## src/design/psq_pkg.sv

```systemverilog
package psq_pkg;

    localparam int DEF_CAPACITY = 64;

    localparam int VALUE_W = 32;
    localparam int POS_W   = 7;
    localparam int OCC_W   = 7;

    typedef enum logic [2:0] {
        FN_INS_FRONT = 3'd0,
        FN_INS_BACK  = 3'd1,
        FN_INS_AT    = 3'd2,
        FN_DEL_FRONT = 3'd3,
        FN_DEL_BACK  = 3'd4,
        FN_DEL_AT    = 3'd5,
        FN_DUMP      = 3'd6
    } t_func;

    typedef enum logic [1:0] {
        S_OK    = 2'd0,
        S_RANGE = 2'd1,
        S_EMPTY = 2'd2,
        S_FULL  = 2'd3
    } t_status;

    typedef enum logic [1:0] {
        CO_HOLD = 2'd0,
        CO_INS  = 2'd1,
        CO_DEL  = 2'd2,
        CO_ROT  = 2'd3
    } t_cell_op;

    typedef struct packed {
        t_status                    status;
        logic signed [VALUE_W-1:0]  element;
        logic [OCC_W-1:0]           occupancy;
        logic                       last;
    } t_result;

endpackage

```

## src/design/psq_out_queue.sv

```systemverilog
module psq_out_queue (
    input  logic             i_clk,
    input  logic             i_rst_n,
    input  logic             i_push,
    input  psq_pkg::t_result i_data,
    output logic             o_full,
    output logic             o_valid,
    output psq_pkg::t_result o_data,
    input  logic             i_ready
);

    logic             r_v0;
    logic             r_v1;
    logic             n_v0;
    logic             n_v1;
    psq_pkg::t_result r_d0;
    psq_pkg::t_result r_d1;
    psq_pkg::t_result n_d0;
    psq_pkg::t_result n_d1;
    logic             pop;
    logic             push;

    assign pop  = r_v0 && i_ready;
    assign push = i_push && !r_v1;

    always_comb begin
        n_v0 = r_v0;
        n_v1 = r_v1;
        n_d0 = r_d0;
        n_d1 = r_d1;
        if (pop) begin
            if (r_v1) begin
                // advance the skid word to the front
                n_d0 = r_d1;
                n_v1 = 1'b0;
            end else if (push) begin
                n_d0 = i_data;
            end else begin
                n_v0 = 1'b0;
            end
        end else if (push) begin
            if (!r_v0) begin
                n_d0 = i_data;
                n_v0 = 1'b1;
            end else begin
                n_d1 = i_data;
                n_v1 = 1'b1;
            end
        end
    end

    always_ff @(posedge i_clk) begin
        if (!i_rst_n) begin
            r_v0 <= 1'b0;
            r_v1 <= 1'b0;
        end else begin
            r_v0 <= n_v0;
            r_v1 <= n_v1;
        end
    end

    always_ff @(posedge i_clk) begin
        r_d0 <= n_d0;
        r_d1 <= n_d1;
    end

    assign o_full  = r_v1;
    assign o_valid = r_v0;
    assign o_data  = r_d0;

endmodule

```

## config.mk

```make
export PLATFORM = sky130hd
export DESIGN_NAME = psq_out_queue
export DESIGN_NICKNAME = d
export VERILOG_FILES = /design/src/design/psq_pkg.sv /design/src/design/psq_out_queue.sv
export SDC_FILE = /design/constraint.sdc
export NUM_CORES = 1
export LEC_CHECK = 0
export ABC_AREA = 1
export BUFFER_PORTS_ARGS = -buffer_cell sky130_fd_sc_hd__buf_2
export CORE_MARGIN = 8
export CORE_UTILIZATION = 56
export CTS_CLUSTER_SIZE = 16
export DETAILED_ROUTE_END_ITERATION = 8
export GPL_TIMING_DRIVEN = 0
export PLACE_DENSITY_LB_ADDON = 0.1
export SLEW_MARGIN = 20
export SYNTH_ARGS = -nofsm -noshare
export SYNTH_HDL_FRONTEND = slang
export SYNTH_SLANG_ARGS = --single-unit
```

## constraint.sdc

```tcl
create_clock -name i_clk -period 10.8 [get_ports i_clk]
set_input_delay 2.16 -clock i_clk [delete_from_list [all_inputs] [get_ports i_clk]]
set_output_delay 2.16 -clock i_clk [all_outputs]
set_load 0.05 [all_outputs]
```

==> impl_metrics.yaml, run 1 <==
pwr:
  p_leak_nw: 1.789
  power.total_mw: 0.7242
  seqPwrFrac_pct: 54.7
  power_switching_mw: 0.2031
  p_sw_share_pct: 28.04
  pwr-share-clk_pct: 26.6
  powerDensity_mw_per_mm2: 168.8
  irDropWorstVdd_v: 0.0001227
  combPwrFrac_pct: 18.7
  internal_power_mw: 0.5211
synth:
  ys_seq_elements: 86
  netlist-cell-type-count: 13
  synthTopCellsByCount: "nand2_1, edfxtp_1, nand4_1"
  yosysTopAreaCell: "edfxtp_1"
  synth_nets: 297
  syn_avg_cell_area_um2: 13.98
  synth_top_area_share_pct: 72.15
  synth.yosys.seq_area_share_pct: 73.30
  synth_cells: 250
  yosys_warnings: 0
  yosysMostFrequentCell: "nand2_1"
  synth.area.top_cells: "edfxtp_1, nand2_1, nand4_1"
  synth_area_mm2: 0.003496
  synth-main-ff-cell: "edfxtp_1"
  synthArstFlopShare_pct: 0
  synth_edf_count: 84
cts:
  cts_resized: 0
  clk_path_buf_depth: 2
  post_cts.repair.setup_buffers: 0
  worstSkewPairLatency_ps: 350
  ctsHtreeMaxLevel: 3
  numCtsBuffers: 9
  cts.sinks: 86
  root_buffer: "clkbuf_8"
  cts_tree: "yes"
  clk_pin_slew_worst_paths_ps: 80
  cts_hold_buf: 0
floorplan:
  fp.coreArea_mm2: 0.005991
  die-height_um: 95.01
  initial_core_util_pct: 58.35
  io_pins: 90
  die_area_mm2: 0.009027
  num_rows: 28
  die_x_um: 95.01
sta:
  rsz0062_at_grt: "no"
  max_freq_mhz: 286.0
  setup_viol: 0
  skew_ps: 10.20
  max_slew.worst_pin.slew_ps: 574.4
  hold_viol: 0
  period_share_pct: 32.38
  setup_tns_ps: 0
  relSlewSlack_pct: 61.62
  fin_crit_ps: 3497
  drv_slew: 0
finish:
  drive_gt1_share_pct: 35.01
  stdcell_count: 432
  multi_input_area_um2: 678.2
  diodes: 0
  area_growth_pct: 22.73
  fin_nets: 399
  register_area_mm2: 0.002562
  fillers: 430
worst_setup_path:
  critPathLaunchType: "input pin"
  worstPathRequired_ps: 10850
  end_kind: "register"
  path_class: "in2reg"
  critPathMaxFanout: 15
  arrival_ps: 3550
grt:
  busiest_layer: "met2"
  grt_pass1_vias: 2332
  use_met3_pct: 5.425
  grt_overflow_total: 0
  grt_pass1_wl_um: 10930
  grt_max_degree: 26
  met1_usage_pct: 18.07
  antenna_found_initial: 0
  grtUsageMet2_pct: 27.17
  grt_util_all_layers_pct: 16.03
run_status:
  outcome: "completed"
routing:
  vias: 2263
  drcViolationCount: 0
  dr.pass1.iters: 4
  via_per_inst: 5.238
  dr.first_iter.drc_count: 108
  wl_um: 7029
  postRouteAntennaNets: 0
  wl_per_cell_um: 16.27
hold_path:
  holdCritPathClass: "reg2reg"
placement:
  dp_hpwl_um: 4962
  gp_congestion: 0.6839
  placedCellCount: 416
  port_buffers: 88
flow_run:
  maxCapViolations: 0
[final cells by class]
| class | count | area share [%] |
|---|---|---|
| plain buffers | 19 | 6.037 |
| clock buffers | 13 | 3.470 |
| clock inverters | 3 | 0.3208 |
| inverters | 3 | 0.2625 |
| multi-input cells | 142 | 15.81 |
| flip-flops and latches | 86 | 59.73 |
| well taps | 75 | 2.187 |
| repair buffers | 91 | 12.19 |
[flip-flops by register name (all words and copies together) (netlist names)]
register	flops
o_data	42
o_full	1
o_valid	1
r_d1	42
[metal layers]
metal	part of all wire, %	vias up	wire, µm
li1	-	1114	-
met1	41	1068	2864
met2	51	73	3590
met3	7.1	8	496
met4	1.1	0	79
met5	0	-	0
[layout by cell type, fill, tap and decap left out]
cell,n
nand2_1,90
buf_2,88
edfxtp_1,84
nand4_1,42
clkbuf_8,14
buf_6,11
buf_12,4
nor2_1,4
inv_1,3
clkbuf_1,3
buf_16,3
nor2_4,2
clkinv_2,2
dfxtp_1,2
nand3_4,1
o21ai_0,1
a21oi_1,1
ha_1,1
clkinv_1,1
[final timing paths]
path / startpoint / end / slack [ps] / cells past startpoint
worst max-delay path: i_ready / o_data[18] / 7300 / 8
worst max register to register: o_valid / o_data[18] / 8630 / 8
worst min-delay path: r_d1[6] / o_data[6] / 560 / 2
worst min register to register: r_d1[6] / o_data[6] / 560 / 2
[power groups by stage]
| stage | Sequential [mW] | Clock (mW) | Combinational [mW] |
|---|---|---|---|
| after detailed placement | 0.403 | 0 | 0.137 |
| after global placement | 0.405 | 0 | 0.126 |
| after CTS | 0.396 | 0.198 | 0.137 |
| after global routing | 0.398 | 0.209 | 0.144 |
| after floorplan | 0.453 | 0 | 0.0458 |
| final | 0.396 | 0.193 | 0.136 |
[kinds of logic after synthesis]
kind of cell,synth area share [%]
and+or+nand+nor,18.32
DFF,73.30
AOI/OAI and AO/OA,0.2861
buffers and inverters,7.731
adders and majority gates,0.3579
[per-stage QoR]
stage | cell area (µm²) | hold slack (ps) | setup WS, ps | util (%)
after global placement | 4030 | 544.2 | 5011 | 67.27
final | 4290 | 564.2 | 7304 | 71.62
after detailed placement | 4128 | 554.8 | 6930 | 68.90
after CTS | 4290 | 563.4 | 7300 | 71.62
after floorplan | 3496 | 539.8 | 5928 | -
after global routing | 4290 | 587.6 | 7191 | 71.62
[worst max-delay path, stage by stage]
cell and delay, ps:
buf_6 130, nand2_1 110, ha_1 210, inv_1 50
nand2_1 70, nor2_4 420, buf_16 220, buf_16 160
(Power assumes the default switching activity.)
==> run 2: changes to the inputs <==
--- a/config.mk
+++ b/config.mk
@@ -8,7 +8,7 @@
 export ABC_AREA = 1
 export BUFFER_PORTS_ARGS = -buffer_cell sky130_fd_sc_hd__buf_2
 export CORE_MARGIN = 8
-export CORE_UTILIZATION = 56
+export CORE_UTILIZATION = 52
 export CTS_CLUSTER_SIZE = 16
 export DETAILED_ROUTE_END_ITERATION = 8
 export GPL_TIMING_DRIVEN = 0
==> constraint.sdc (replaced) <==
create_clock -name i_clk -period 3.4 [get_ports i_clk]
set_input_delay 0.68 -clock i_clk [delete_from_list [all_inputs] [get_ports i_clk]]
set_output_delay 0.68 -clock i_clk [all_outputs]
set_load 0.05 [all_outputs]
==> impl_metrics.yaml, run 2 (synthesized netlist as in run 1, its figures left out) <==
routing:
  dr.first_iter.drc_count: 69
  vias: 2226
  dr.pass1.iters: 4
  wl_per_cell_um: 15.51
  postRouteAntennaNets: 0
  wl_um: 6779
  via_per_inst: 5.094
  drcViolationCount: 0
pwr:
  powerDensity_mw_per_mm2: 567.8
  irDropWorstVdd_v: 0.0002826
  p_leak_nw: 1.813
sta:
  rsz0062_at_grt: "no"
  max_slew.worst_pin.slew_ps: 717.6
  relSlewSlack_pct: 52.04
  setup_viol: 0
  max_freq_mhz: 472.7
  period_share_pct: 62.23
  drv_slew: 0
  skew_ps: 8.222
  fin_ws_ps: 1284
  hold_viol: 0
  fin_crit_ps: 2116
  setup_tns_ps: 0
placement:
  port_buffers: 88
  gp_congestion: 0.7167
  post-place-ws_ps: 1032
  dp_hpwl_um: 4708
hold_path:
  holdCritPathClass: "in2reg"
worst_setup_path:
  path_class: "reg2reg"
  critPathMaxFanout: 17
  arrival_ps: 2180
  critPathLaunchType: "register"
  worstPathRequired_ps: 3470
  reg2reg_slack_ps: 1280
  end_kind: "register"
flow_run:
  maxCapViolations: 0
cts:
  cts_hold_buf: 0
  ctsHtreeMaxLevel: 3
  root_buffer: "clkbuf_8"
  post_cts.repair.setup_buffers: 0
  numCtsBuffers: 9
  cts.sinks: 86
  clk_path_buf_depth: 2
  clk_pin_slew_worst_paths_ps: 90
  cts_resized: 0
  worstSkewPairLatency_ps: 350
  cts_tree: "yes"
grt:
  antenna_found_initial: 0
  grt_pass1_wl_um: 11230
  grt_overflow_total: 0
  grt_max_degree: 24
  grt_util_all_layers_pct: 14.91
  grt_pass1_vias: 2374
finish:
  area_growth_pct: 24.62
  drive_gt1_share_pct: 36.13
  diodes: 0
  fin_nets: 399
  layout_commonest_cell: "nand2_1"
  most-common-layout-cells: "nand2_1, buf_2, edfxtp_1, nand4_1, clkbuf_8"
floorplan:
  die_area_mm2: 0.009602
  num_rows: 30
  die-height_um: 97.99
  fp.coreArea_mm2: 0.006644
  initial_core_util_pct: 52.62
  io_pins: 90
  die_x_um: 97.99
run_status:
  outcome: "completed"
[run 2: cell types whose count changed in the layout (fill, tap and decap cells not counted), sizes merged]
cell      delta
clkbuf       -3
clkinv       -1
bufinv       +2
clkinvlp     +2
[run 2: worst paths after layout]
kind / startpoint / endpoint / cells past startpoint
worst max-delay path: o_valid / o_data[30] / 8
worst min-delay path: i_data[28] / r_d1[28] / 1
worst max register to register: o_valid / o_data[30] / 8
worst min register to register: r_d1[3] / o_data[3] / 2
[run 2: critical path, stage by stage (launching register included)]
cell and delay [ps]:
dfxtp_1 410, buf_6 200, nand2_1 110, ha_1 210, inv_1 50, nand2_1 80, nor2_4 400, buf_16 210
buf_16 160
[run 2: report_power, final]
group	switching [mW]	internal, mW	total, mW
Combinational	0.296	0.132	0.428
Sequential	0.0158	1.24	1.26
Clock	0.358	0.431	0.789
[run 2: metal layers]
layer	GRT usage, %	routed length, µm	share of wire [%]
met1	16.55	2742	40
met2	24.76	3445	51
met3	5.548	473	7.0
met4	7.194	118	1.7
met5	0	0	0
[run 2: area by class of cell]
| type | instances | area, µm² |
|---|---|---|
| Tap cell | 80 | 100.1 |
| Multi-Input combinational cell | 142 | 678.2 |
| Buffer | 19 | 259.0 |
| Fill cell | 507 | 2287 |
| Sequential cell | 86 | 2562 |
| Timing Repair Buffer | 91 | 523.0 |
| Clock buffer | 10 | 137.6 |
| Clock inverter | 6 | 85.08 |
| Inverter | 3 | 11.26 |
[run 2: per-stage QoR]
step	utilization (%)	total power [mW]	cell area [µm²]	instances	hold slack, ps
2_1_floorplan	-	1.582	3498	250	539.8
6_report	65.57	2.474	4357	437	512.2
4_1_cts	65.57	2.494	4357	437	497.5
3_5_place_dp	62.22	1.713	4134	421	550.2
3_3_place_gp	60.79	1.687	4039	418	544.7
5_1_grt	65.57	2.561	4357	437	496.6
